File: config.mk
export PLATFORM = sky130hd
export DESIGN_NAME = escape_byte_stuffing_codec
export DESIGN_NICKNAME = d
export VERILOG_FILES = /design/src/hw/rtl/ebsc_pkg.sv /design/src/hw/rtl/escape_byte_stuffing_codec.sv
export SDC_FILE = /design/constraint.sdc
export NUM_CORES = 1
export LEC_CHECK = 0
export BUFFER_PORTS_ARGS = -buffer_cell sky130_fd_sc_hd__buf_2
export CORE_MARGIN = 3
export CORE_UTILIZATION = 59
export CTS_CLUSTER_SIZE = 24
export DETAILED_ROUTE_END_ITERATION = 16
export PLACE_DENSITY_LB_ADDON = 0.2
export SLEW_MARGIN = 20
export SYNTH_ARGS = -nofsm -noshare
export SYNTH_HDL_FRONTEND = slang
export SYNTH_SLANG_ARGS = --single-unit
export TNS_END_PERCENT = 1
File: constraint.sdc
create_clock -name i_clk -period 6.2 [get_ports i_clk]
set_clock_uncertainty 0.05 [all_clocks]
set_input_delay 0 -clock i_clk [delete_from_list [all_inputs] [get_ports i_clk]]
set_output_delay 0 -clock i_clk [all_outputs]
set_load 0.02 [all_outputs]
File: src/hw/rtl/ebsc_pkg.sv
// types and byte constants shared by the escape byte stuffing codec
package ebsc_pkg;

    // escape marker and the code that follows it for each special byte
    localparam logic [7:0] ESC_BYTE = 8'hEF;
    localparam logic [7:0] CODE_1A  = 8'hEA;
    localparam logic [7:0] CODE_EF  = 8'hEF;
    localparam logic [7:0] CODE_1B  = 8'hEB;
    localparam logic [7:0] CODE_03  = 8'hE3;

    // raw bytes that need stuffing
    localparam logic [7:0] RAW_1A = 8'h1A;
    localparam logic [7:0] RAW_EF = 8'hEF;
    localparam logic [7:0] RAW_1B = 8'h1B;
    localparam logic [7:0] RAW_03 = 8'h03;

    // direction register values
    localparam logic DIR_ENCODE = 1'b0;
    localparam logic DIR_DECODE = 1'b1;

    // input transaction payload
    typedef struct packed {
        logic [7:0] data_byte;
        logic       frame_last;
    } t_in_item;

    // output transaction payload
    typedef struct packed {
        logic [7:0] out_byte;
        logic       run_end;
        logic       frame_end;
    } t_out_item;

endpackage

File: src/hw/rtl/escape_byte_stuffing_codec.sv
// escape byte stuffing codec: input register, single-pass coding, two-slot output
//
// Byte-stuffing codec for a serial link. With direction = 0 it stuffs bytes:
// 0x1A, 0xEF, 0x1B and 0x03 go out as 0xEF followed by 0xEA, 0xEF, 0xEB or 0xE3.
// With direction = 1 it unstuffs: a 0xEF that does not end a frame is held
// until the next byte shows whether it starts a code pair or stands as a literal.
// Channels: input transactions on i_in_valid / o_in_stall / i_in_data, output
// transactions on o_out_valid / i_out_stall / o_out_data. Each input byte gives
// zero, one or two output bytes; run_end marks the last one and frame_end the
// last one of a frame. The direction register is written through i_cfg_we /
// i_cfg_wdata; the user must do so only while the block is idle, as the block
// does not enforce it; a write drops any held escape. Throughput, while the
// receiver does not stall: one output byte per cycle, set by the single output
// register, so one input per cycle for plain bytes; after a stuffed byte the
// next waits until the second byte leaves its slot. The input register takes
// a new byte while a result waits at the output. Reset (synchronous, active
// low) empties both stages, selects encode and clears the held escape. When
// the receiver stalls, the output holds, the second byte of a pair waits in its
// slot and the input stalls once its register is full.
module escape_byte_stuffing_codec (
    input  logic                i_clk,
    input  logic                i_rst_n,
    input  logic                i_cfg_we,
    input  logic                i_cfg_wdata,
    input  logic                i_in_valid,
    output logic                o_in_stall,
    input  ebsc_pkg::t_in_item  i_in_data,
    output logic                o_out_valid,
    input  logic                i_out_stall,
    output ebsc_pkg::t_out_item o_out_data
);

    // registers
    logic                r_direction;
    logic                r_esc_pending;
    logic                r_in_valid;
    ebsc_pkg::t_in_item  r_in;
    logic                r_out_valid;
    ebsc_pkg::t_out_item r_out;
    logic                r_sec_valid;
    ebsc_pkg::t_out_item r_sec;

    // handshake and stage movement
    logic in_accept;
    logic out_take;
    logic out_free;
    logic consume;

    // results of the coding pass
    logic [1:0]          n_count;
    logic [7:0]          n_byte0;
    logic [7:0]          n_byte1;
    logic                n_esc_pending;
    logic [7:0]          dec_raw;
    logic                dec_hit;
    logic [7:0]          enc_code;
    logic                enc_hit;
    logic                plain;
    ebsc_pkg::t_out_item n_item0;
    ebsc_pkg::t_out_item n_item1;

    assign out_take   = r_out_valid && !i_out_stall;
    assign out_free   = !r_out_valid || out_take;
    assign consume    = r_in_valid && !r_sec_valid && out_free;
    assign o_in_stall = r_in_valid && !consume;
    assign in_accept  = i_in_valid && !o_in_stall;

    // code lookups for stuffing and unstuffing
    always_comb begin
        enc_hit  = 1'b1;
        enc_code = ebsc_pkg::CODE_1A;
        case (r_in.data_byte)
            ebsc_pkg::RAW_1A: enc_code = ebsc_pkg::CODE_1A;
            ebsc_pkg::RAW_EF: enc_code = ebsc_pkg::CODE_EF;
            ebsc_pkg::RAW_1B: enc_code = ebsc_pkg::CODE_1B;
            ebsc_pkg::RAW_03: enc_code = ebsc_pkg::CODE_03;
            default:          enc_hit  = 1'b0;
        endcase
        dec_hit = 1'b1;
        dec_raw = ebsc_pkg::RAW_1A;
        case (r_in.data_byte)
            ebsc_pkg::CODE_1A: dec_raw = ebsc_pkg::RAW_1A;
            ebsc_pkg::CODE_EF: dec_raw = ebsc_pkg::RAW_EF;
            ebsc_pkg::CODE_1B: dec_raw = ebsc_pkg::RAW_1B;
            ebsc_pkg::CODE_03: dec_raw = ebsc_pkg::RAW_03;
            default:           dec_hit = 1'b0;
        endcase
    end

    // single coding pass over the registered input byte
    always_comb begin
        n_count       = 2'd0;
        n_byte0       = r_in.data_byte;
        n_byte1       = r_in.data_byte;
        n_esc_pending = 1'b0;
        plain         = 1'b1;
        if (r_direction == ebsc_pkg::DIR_ENCODE) begin
            if (enc_hit) begin
                n_count = 2'd2;
                n_byte0 = ebsc_pkg::ESC_BYTE;
                n_byte1 = enc_code;
            end else begin
                n_count = 2'd1;
            end
        end else begin
            // resolve a held escape first
            if (r_esc_pending) begin
                n_count = 2'd1;
                if (dec_hit) begin
                    n_byte0 = dec_raw;
                    plain   = 1'b0;
                end else begin
                    n_byte0 = ebsc_pkg::ESC_BYTE;
                end
            end
            if (plain) begin
                if (r_in.data_byte == ebsc_pkg::ESC_BYTE && !r_in.frame_last) begin
                    n_esc_pending = 1'b1;
                end else begin
                    n_count = n_count + 2'd1;
                end
            end
        end
        n_item0.out_byte  = n_byte0;
        n_item0.run_end   = (n_count == 2'd1);
        n_item0.frame_end = (n_count == 2'd1) && r_in.frame_last;
        n_item1.out_byte  = n_byte1;
        n_item1.run_end   = 1'b1;
        n_item1.frame_end = r_in.frame_last;
    end

    // configuration, input register and output slots
    always_ff @(posedge i_clk) begin
        if (!i_rst_n) begin
            r_direction   <= ebsc_pkg::DIR_ENCODE;
            r_esc_pending <= 1'b0;
            r_in_valid    <= 1'b0;
            r_out_valid   <= 1'b0;
            r_sec_valid   <= 1'b0;
        end else begin
            // input register
            if (in_accept) begin
                r_in_valid <= 1'b1;
                r_in       <= i_in_data;
            end else if (consume) begin
                r_in_valid <= 1'b0;
            end
            // escape state and direction
            if (i_cfg_we) begin
                r_direction   <= i_cfg_wdata;
                r_esc_pending <= 1'b0;
            end else if (consume) begin
                r_esc_pending <= n_esc_pending;
            end
            // output slots
            if (r_sec_valid) begin
                if (out_take) begin
                    r_out       <= r_sec;
                    r_sec_valid <= 1'b0;
                end
            end else if (consume) begin
                r_out_valid <= (n_count != 2'd0);
                r_out       <= n_item0;
                r_sec_valid <= (n_count == 2'd2);
                r_sec       <= n_item1;
            end else if (out_take) begin
                r_out_valid <= 1'b0;
            end
        end
    end

    assign o_out_valid = r_out_valid;
    assign o_out_data  = r_out;

    // second byte of a pair only waits behind a first byte
    a_sec_behind_out: assert property (@(posedge i_clk) disable iff (!i_rst_n)
        r_sec_valid |-> r_out_valid)
        else $error("second slot filled with empty output register");

    // no new byte is coded while a second byte is waiting
    a_no_consume_with_sec: assert property (@(posedge i_clk) disable iff (!i_rst_n)
        r_sec_valid |-> !consume)
        else $error("input consumed over a waiting second byte");

    // frame end only on the last byte of a run
    a_frame_end_run_end: assert property (@(posedge i_clk) disable iff (!i_rst_n)
        r_out_valid && r_out.frame_end |-> r_out.run_end)
        else $error("frame_end without run_end");

    // nothing is held after the last byte of a frame
    a_pending_clear_at_frame_end: assert property (@(posedge i_clk) disable iff (!i_rst_n)
        consume && r_in.frame_last |=> !r_esc_pending)
        else $error("escape still held after frame end");

    // encoding never holds an escape
    a_encode_no_pending: assert property (@(posedge i_clk) disable iff (!i_rst_n)
        consume && r_direction == ebsc_pkg::DIR_ENCODE && !i_cfg_we |=> !r_esc_pending)
        else $error("escape held in encode mode");

endmodule

# After elaboration in Yosys (flattened, before gate mapping)
# Index checks and enable logic that the tools add are counted.
# classes
bitwise_logic	2
n_mux	32
reduce_logical	25
add_sub_neg	1
mul	0
shifts	0
n_eq_ne	10
n_div	0
magnitude_cmp	0
# op_table
operator	count
$mux W8	6
$eq A8 B8 Y1 const B	4
$mux W10	3
$pmux W8 S3	1
$eq A8 B5 Y1 const B	2
$mux W1	16
$pmux W4 S3	1
$mux W2	5
$eq A8 B2 Y1 const B	1
$reduce_bool A2 Y1	4
$reduce_or A4 Y1	2
$logic_and A1 B1 Y1	7
$logic_not A1 Y1	6
$reduce_and A3 Y1	2
$reduce_and A2 Y1	2
$add A2 B1 Y2 const B	1
$eq A2 B1 Y1 const B	1
$eq A2 B2 Y1 const B	1
$ne A2 B1 Y1 const B	1
$not A1 Y1	2
$reduce_or A2 Y1	1
$logic_or A1 B1 Y1	1
# word_totals
memories	0
latch_bits	0
ff_bits	33
mem_bits_rw	0
rom_bits	0
wordCells	82

# Longest topological paths before layout
# Gate-level depths: netlist (run 1).
# depth
ltp_word	12
mapped_depth	8

# Worst setup path before layout (run 1)
# No wires, ideal clock.
# synth_path
kind	reg-to-reg
from	reg r_in[2] (netlist bit)
to	reg r_out (netlist bit o_out_data[0]) (data pin)
period_less_slack_ns	2.009
path_slack_ns	4.191
path_stages_with_launch	8
required_ns	5.962
path_buffers	0
setup_ns	0.188
t_arrival_ns	1.771
path_cell_list	edfxtp_1 > and3_1 > nand3_1 > or3_1 > ha_1 > inv_1 > o221a_2 > o41ai_1
# synth_between
elab_chain_len	12
elab_cells_between_ends	23
classes_between	eq/ne (8); mux (11); reduce/logical (4)
# synth_lines
item	line_no	text
start: declaration	escape_byte_stuffing_codec.sv:37	ebsc_pkg::t_in_item r_in;
start signal: assignment	escape_byte_stuffing_codec.sv:144	r_in <= i_in_data;
$eq A8 B8 Y1, on equally long branches	escape_byte_stuffing_codec.sv:72, escape_byte_stuffing_codec.sv:81, escape_byte_stuffing_codec.sv:117	
$reduce_or A4 Y1 (no source line)	--	
$mux W1	escape_byte_stuffing_codec.sv:81	case (r_in.data_byte)
$mux W1	escape_byte_stuffing_codec.sv:109	if (dec_hit) begin
$mux W1	escape_byte_stuffing_codec.sv:107	if (r_esc_pending) begin
$mux W1	escape_byte_stuffing_codec.sv:97	if (r_direction == ebsc_pkg::DIR_ENCODE) begin
$mux W2	escape_byte_stuffing_codec.sv:116	if (plain) begin
$mux W2 (*)	escape_byte_stuffing_codec.sv:97	
$eq A2 B1 Y1 (*)	escape_byte_stuffing_codec.sv:126	n_item0.frame_end = (n_count == 2'd1) && r_in.frame_last;
$logic_and A1 B1 Y1 (*)	escape_byte_stuffing_codec.sv:126	
$mux W10 (*)	escape_byte_stuffing_codec.sv:161	end else if (consume) begin
$mux W10 (*)	escape_byte_stuffing_codec.sv:156	if (r_sec_valid) begin
end signal: assignment	escape_byte_stuffing_codec.sv:158	r_out <= r_sec;
end signal: assignment	escape_byte_stuffing_codec.sv:163	r_out <= n_item0;
end: declaration	escape_byte_stuffing_codec.sv:39	ebsc_pkg::t_out_item r_out;
# Every way passes the cells marked *; elsewhere a longest branch is shown, timed or not. The select of a mux whose other input is x is not followed.
# A chain may end at the register's enable or synchronous reset.

# Final worst setup path (run 1)
# layout_path
from	reg r_in[4] (netlist bit)
to	reg r_out (netlist bit o_out_data[0]) (data pin)
# Same word-level chain as after synthesis.

==> results of run 1 <==
-- layout make-up --
cell class,instances,area (µm²)
clock buffers,6,41.3
clock inverters,2,33.8
inverters,5,18.8
flip-flops and latches,33,941
fillers,146,576
multi-input cells,85,574
well taps,30,37.5
repair buffers,43,300
-- worst max-delay path, cell delays in order (launching register included) --
cell and delay (ps):
edfxtp_1 580, and2_2 220, nand2_1 50, or3_1 310
ha_1 310, inv_1 60, o221a_2 270, o41ai_1 230
-- registers in the layout, summed over array words and instances, names as in the netlist --
name           count
n_item1            1
o_out_data        10
o_out_valid        1
r_direction        1
r_esc_pending      1
r_in               8
r_in_valid         1
r_sec              9
r_sec_valid        1
-- placed cells by master, fill, tap and decap left out, types with 2 or more instances in the layout --
master         synthesis  final
a211oi_2               4      4
a21oi_1                4      4
and2_1                 2      2
buf_2                  0     26
clkbuf_4               0      5
dfxtp_1                5      5
dlygate4sd3_1          0     17
edfxtp_1              28     28
inv_1                  5      5
mux2i_1                2      2
nand2_1               12     12
nand2b_1               8      8
nand3_1                2      2
nand4_1                2      2
nor2_1                 9      9
nor2b_1                6      6
nor3_1                 5      5
o211ai_1               2      2
o21ai_0                3      3
o221a_2                2      2
o41a_1                 2      2
or3_1                  3      3
-- metal layers --
layer / share of wire (%) / wire, µm
met2: 50 / 1600
met1: 39 / 1250
met5: 0 / 0
met3: 9.5 / 307
met4: 2.0 / 63
-- worst min-delay path by stage --
stage	slack (ps)	cells past startpoint	start	endpoint
floorplan	50	0	i_in_data[0]	n_item1[0]
global placement	130	1	i_in_data[3]	r_in[3]
detailed placement	130	1	i_in_data[6]	r_in[6]
CTS	310	2	i_in_data[3]	r_in[3]
global route	310	2	i_in_data[7]	r_in[7]
finish	330	2	i_in_data[8]	r_in[8]
-- cell families after synthesis --
group,after synthesis,synth area share (%)
muxes,2,1.27
AOI/OAI and AO/OA,27,15.4
and+or+nand+nor,55,18.8
buffers and inverters,14,4.12
adders and majority gates,1,0.792
DFF,33,59.5
-- power by group through the flow --
| stage | sequential, µW | combinational, µW | clock [µW] |
|---|---|---|---|
| 2_1_floorplan | 260 | 16.7 | 0 |
| 3_3_place_gp | 259 | 26.1 | 0 |
| 3_5_place_dp | 260 | 26.7 | 0 |
| 4_1_cts | 255 | 34.9 | 155 |
| 5_1_grt | 256 | 39.4 | 166 |
| 6_report | 255 | 35.9 | 153 |
-- metrics by stage --
stage          cell area, µm²  utilization, %
2_1_floorplan            1580               -
3_3_place_gp             1700            67.5
3_5_place_dp             1700            67.5
4_1_cts                  1950            77.2
5_1_grt                  1950            77.2
6_report                 1950            77.2
==> impl_metrics.env, run 1 <==
export IMPL_use_met1_pct=26.5
export IMPL_clkLatencyLatePin_ps=330
export IMPL_synth_yosys_seq_area_share_pct=59.5
export IMPL_r2r_end="o_out_data[0]"
export IMPL_synth_area_um2=1580
export IMPL_hold_violations=0
export IMPL_setup_worst_path_end="o_out_data[0]"
export IMPL_reg2reg_setup_slack_ps=3940
export IMPL_yosys_top_cells_area="edfxtp_1, dfxtp_1, a211oi_2, nand2b_1, nand2_1"
export IMPL_worst_slew_pin_slew_ps=815
export IMPL_p_int_uw=352
export IMPL_synth_edf_count=28
export IMPL_cts_sinks=33
export IMPL_cts_buffers_inserted=5
export IMPL_p_seq_share_pct=57.5
export IMPL_crit_start="r_in[4]"
export IMPL_layout_setup_ws_ps=3940
export IMPL_area_growth_pct=23.2
export IMPL_syn_num_nets=148
export IMPL_rows=18
export IMPL_yosys_top_cells_count="edfxtp_1, nand2_1, nor2_1"
export IMPL_clkPwrFrac_pct=34.4
export IMPL_synth_top_cell_by_area="edfxtp_1"
export IMPL_yosysWarnings=0
export IMPL_period_needed_ps=2260
export IMPL_dieArea_um2=3340
export IMPL_core_area_um2=2520
export IMPL_status="finished, final reports clean"
export IMPL_grt_max_degree=26
export IMPL_yosysMostFrequentCell="edfxtp_1"
export IMPL_holdCritPathClass="input port to register"
export IMPL_required_ps=6290
export IMPL_num_vias=1211
export IMPL_cts_root_buf="clkbuf_4"
export IMPL_max_slew_margin_rel_pct=45.6
export IMPL_post_cts_setup_buffers=0
export IMPL_wl_mm=3.22
export IMPL_synth_distinct_cells=39
export IMPL_grt_use_met3_pct=5.79
export IMPL_worstPathMaxFanout=10
export IMPL_overflow=0
export IMPL_crit_arrival_ps=2350
export IMPL_crit_path_end_kind="register"
export IMPL_tns_ps=0
export IMPL_htree_levels=2
export IMPL_ir_drop_uv=228
export IMPL_setup_viol=0
export IMPL_grt_first_pass_wirelength_mm=5.42
export IMPL_grt_total_usage_pct=21.8
export IMPL_ios=27
export IMPL_synth_top_area_share_pct=53.2
export IMPL_clk_path_buf_depth=2
export IMPL_drcViolationCount=0
export IMPL_die_y_um=57.8
export IMPL_swShare_pct=20.8
export IMPL_pwr_share_comb_pct=8.1
export IMPL_leakage_uw=0.000707
export IMPL_crit_type="register to register"
export IMPL_clock_fmax_ghz=0.443
export IMPL_max_cap_violations=0
export IMPL_finalCritPeriodShare_pct=36.4
export IMPL_fp_dieW_um=57.8
export IMPL_cts_tree="built"
export IMPL_drtIter0Drc=67
export IMPL_synth_seq_cells=33
export IMPL_synth_async_sr_flop_share_pct=0
export IMPL_ant_nets=0
export IMPL_via_per_inst=5.94
export IMPL_worstSetupStartpointType="register"
export IMPL_crit_reg2reg_launch="r_in[4]"
export IMPL_dp_slack_ps=4040
export IMPL_antenna_found_initial=0
export IMPL_post_cts_resized=0
export IMPL_grt_pass1_vias=1233
export IMPL_fin_nets=189
export IMPL_holdWs_ps=331
export IMPL_instances_no_fill=204
export IMPL_power_per_cell_area_nw_per_um2=228
export IMPL_top_usage_layer="met2"
export IMPL_syn_avg_cell_area_um2=12.0
export IMPL_num_antenna_cells=0
export IMPL_p_total_uw=444
export IMPL_clk_pin_slew_ps=100
export IMPL_dr_pass1_iters=4
export IMPL_holdBufCountCts=17
export IMPL_place_gp_congestion=0.842
export IMPL_ys_flop_type="edfxtp_1"
export IMPL_syn_inst=132
export IMPL_dp_cells=179
export IMPL_use_met2_pct=35.3
export IMPL_initial_utilization_pct=62.6
export IMPL_dp_hpwl_mm=1.97
export IMPL_wire_per_inst_um=15.8
export IMPL_portBuffers=26
export IMPL_layout_drive_gt1_share_pct=25.9
export IMPL_reg2reg_depth=7
export IMPL_p_sw_uw=92.2
export IMPL_slew_viol_final=0
export IMPL_rsz0062_at_grt="no"
No activity file was read; power rests on OpenSTA's default activity.
==> run 2: changes to the inputs <==
--- a/config.mk
+++ b/config.mk
@@ -7,7 +7,7 @@
 export LEC_CHECK = 0
 export BUFFER_PORTS_ARGS = -buffer_cell sky130_fd_sc_hd__buf_2
 export CORE_MARGIN = 3
-export CORE_UTILIZATION = 59
+export CORE_UTILIZATION = 49
 export CTS_CLUSTER_SIZE = 24
 export DETAILED_ROUTE_END_ITERATION = 16
 export PLACE_DENSITY_LB_ADDON = 0.2
==> constraint.sdc (replaced) <==
create_clock -name i_clk -period 2 [get_ports i_clk]
set_clock_uncertainty 0.05 [all_clocks]
set_input_delay 0 -clock i_clk [delete_from_list [all_inputs] [get_ports i_clk]]
set_output_delay 0 -clock i_clk [all_outputs]
set_load 0.02 [all_outputs]
==> run 2 against run 1 <==
Sequential cell count did not move. Critical endpoint unchanged. Global-route usage shrank 3.9 points. Highest routed layer unchanged. First-iteration DRC count fell by 15%. Final cell count increased by 14%.
==> impl_metrics.env, run 2 (same netlist as run 1, synthesis figures left out) <==
export IMPL_rsz0062_at_grt="yes"
export IMPL_num_vias=1225
export IMPL_htree_levels=2
export IMPL_cts_root_buf="clkbuf_4"
export IMPL_cts_sinks=33
export IMPL_crit_start="r_in[7]"
export IMPL_overflow=0
export IMPL_setup_viol=0
export IMPL_instances_no_fill=233
export IMPL_cts_tree="built"
export IMPL_antenna_found_initial=0
export IMPL_fin_nets=206
export IMPL_dr_pass1_iters=4
export IMPL_crit_type="register to register"
export IMPL_crit_arrival_ps=2080
export IMPL_via_per_inst=5.26
export IMPL_clk_pin_slew_ps=100
export IMPL_place_gp_congestion=0.905
export IMPL_worst_slew_pin_slew_ps=423
export IMPL_leakage_uw=0.000800
export IMPL_fp_dieW_um=62.8
export IMPL_grt_pass1_vias=1217
export IMPL_initial_utilization_pct=54.5
export IMPL_layout_drive_gt1_share_pct=34.0
export IMPL_die_y_um=62.8
export IMPL_num_antenna_cells=0
export IMPL_grt_first_pass_wirelength_mm=5.43
export IMPL_dp_hpwl_mm=2.13
export IMPL_crit_slowest_cell="edfxtp_1"
export IMPL_slew_viol_final=0
export IMPL_min_from="i_in_data[7]"
export IMPL_wire_per_inst_um=13.6
export IMPL_clock_fmax_ghz=0.506
export IMPL_crit_reg2reg_launch="r_in[7]"
export IMPL_worstSetupStartpointType="register"
export IMPL_dp_cells=204
export IMPL_ir_drop_uv=486
export IMPL_final_common_cell="edfxtp_1"
export IMPL_dp_slack_ps=-5.39
export IMPL_place_area_um2=1830
export IMPL_final_cell_mix="edfxtp_1, buf_2, dlygate4sd3_1"
export IMPL_ant_nets=0
export IMPL_core_area_um2=2900
export IMPL_portBuffers=26
export IMPL_layout_setup_ws_ps=25.1
export IMPL_max_cap_violations=0
export IMPL_dieArea_um2=3940
export IMPL_final_cell_area_um2=2100
export IMPL_max_slew_margin_rel_pct=71.5
export IMPL_power_per_cell_area_nw_per_um2=605
export IMPL_grt_max_degree=25
export IMPL_required_ps=2100
export IMPL_worstPathMaxFanout=2
export IMPL_holdCritPathClass="input port to register"
export IMPL_tns_ps=0
export IMPL_hold_violations=0
export IMPL_wl_mm=3.17
export IMPL_rows=19
export IMPL_area_growth_pct=32.9
export IMPL_finalCritPeriodShare_pct=98.7
export IMPL_grt_total_usage_pct=17.9
export IMPL_ios=27
export IMPL_period_needed_ps=1970
export IMPL_drtIter0Drc=57
export IMPL_crit_chain="and3_4, nand3_2, or3_1, ha_1, inv_1, o221a_4, o41ai_2"
export IMPL_max_stage_delay_ps=380
export IMPL_status="finished, final reports clean"
export IMPL_largest_reg_flops=10
export IMPL_crit_path_end_kind="register"
export IMPL_drcViolationCount=0
export IMPL_clkLatencyLatePin_ps=330
export IMPL_clk_path_buf_depth=2
export IMPL_cts_buffers_inserted=5
export IMPL_p_total_uw=1270
run 2: worst max-delay path: cells and delay by family, from the launching register on:
family	cells	cell delay, ps
and+or+nand+nor	3	570
AOI/OAI and AO/OA	2	460
DFF	1	380
adders and majority gates	1	290
buffers and inverters	1	70
run 2: where the power goes:
part           internal, µW  switching (µW)  total [µW]
Clock                   134             218         352
Sequential              770            13.4         784
Combinational          74.0            61.8         136
Total                   978             293        1270
run 2: through the flow:
step / hold WS [ps] / util, %
6_report: 324 / 72.4
5_1_grt: 315 / 72.4
4_1_cts: 311 / 72.0
3_5_place_dp: 128 / 63.0
3_3_place_gp: 127 / 63.0
2_1_floorplan: 48.9 / -
run 2: final cells by class:
class                      instances  area (µm²)
sequential                        33         945
inverter                           5        18.8
multi-input combinational         85         601
fill                             210         800
timing repair buffer              60         433
clock inverter                     2        10.0
clock buffer                       6        41.3
tap                               42        52.6
run 2: timing repair:
action	4_1_cts	5_1_grt
endpoints found under the hold margin	14	0
resized for setup	1	3
buffers inserted	2	0
hold buffers	19	0
pin swaps	6	3
setup endpoints to repair	2	9
run 2: worst paths after layout:
kind                   endpoint  slack (ps)  cells past startpoint
setup / recovery  o_out_data[0]          30                      7
hold / removal          r_in[7]         320                      2
setup reg to reg  o_out_data[0]          30                      7
hold reg to reg   o_out_data[0]         490                      2
run 2: per-layer routing:
metal / up-vias / GRT usage [%] / wire length [µm]
met5: - / 0 / 0
met4: 0 / 6.06 / 29
met3: 4 / 5.76 / 148
met2: 37 / 31.6 / 1640
met1: 578 / 20.5 / 1360
li1: 606 / - / -
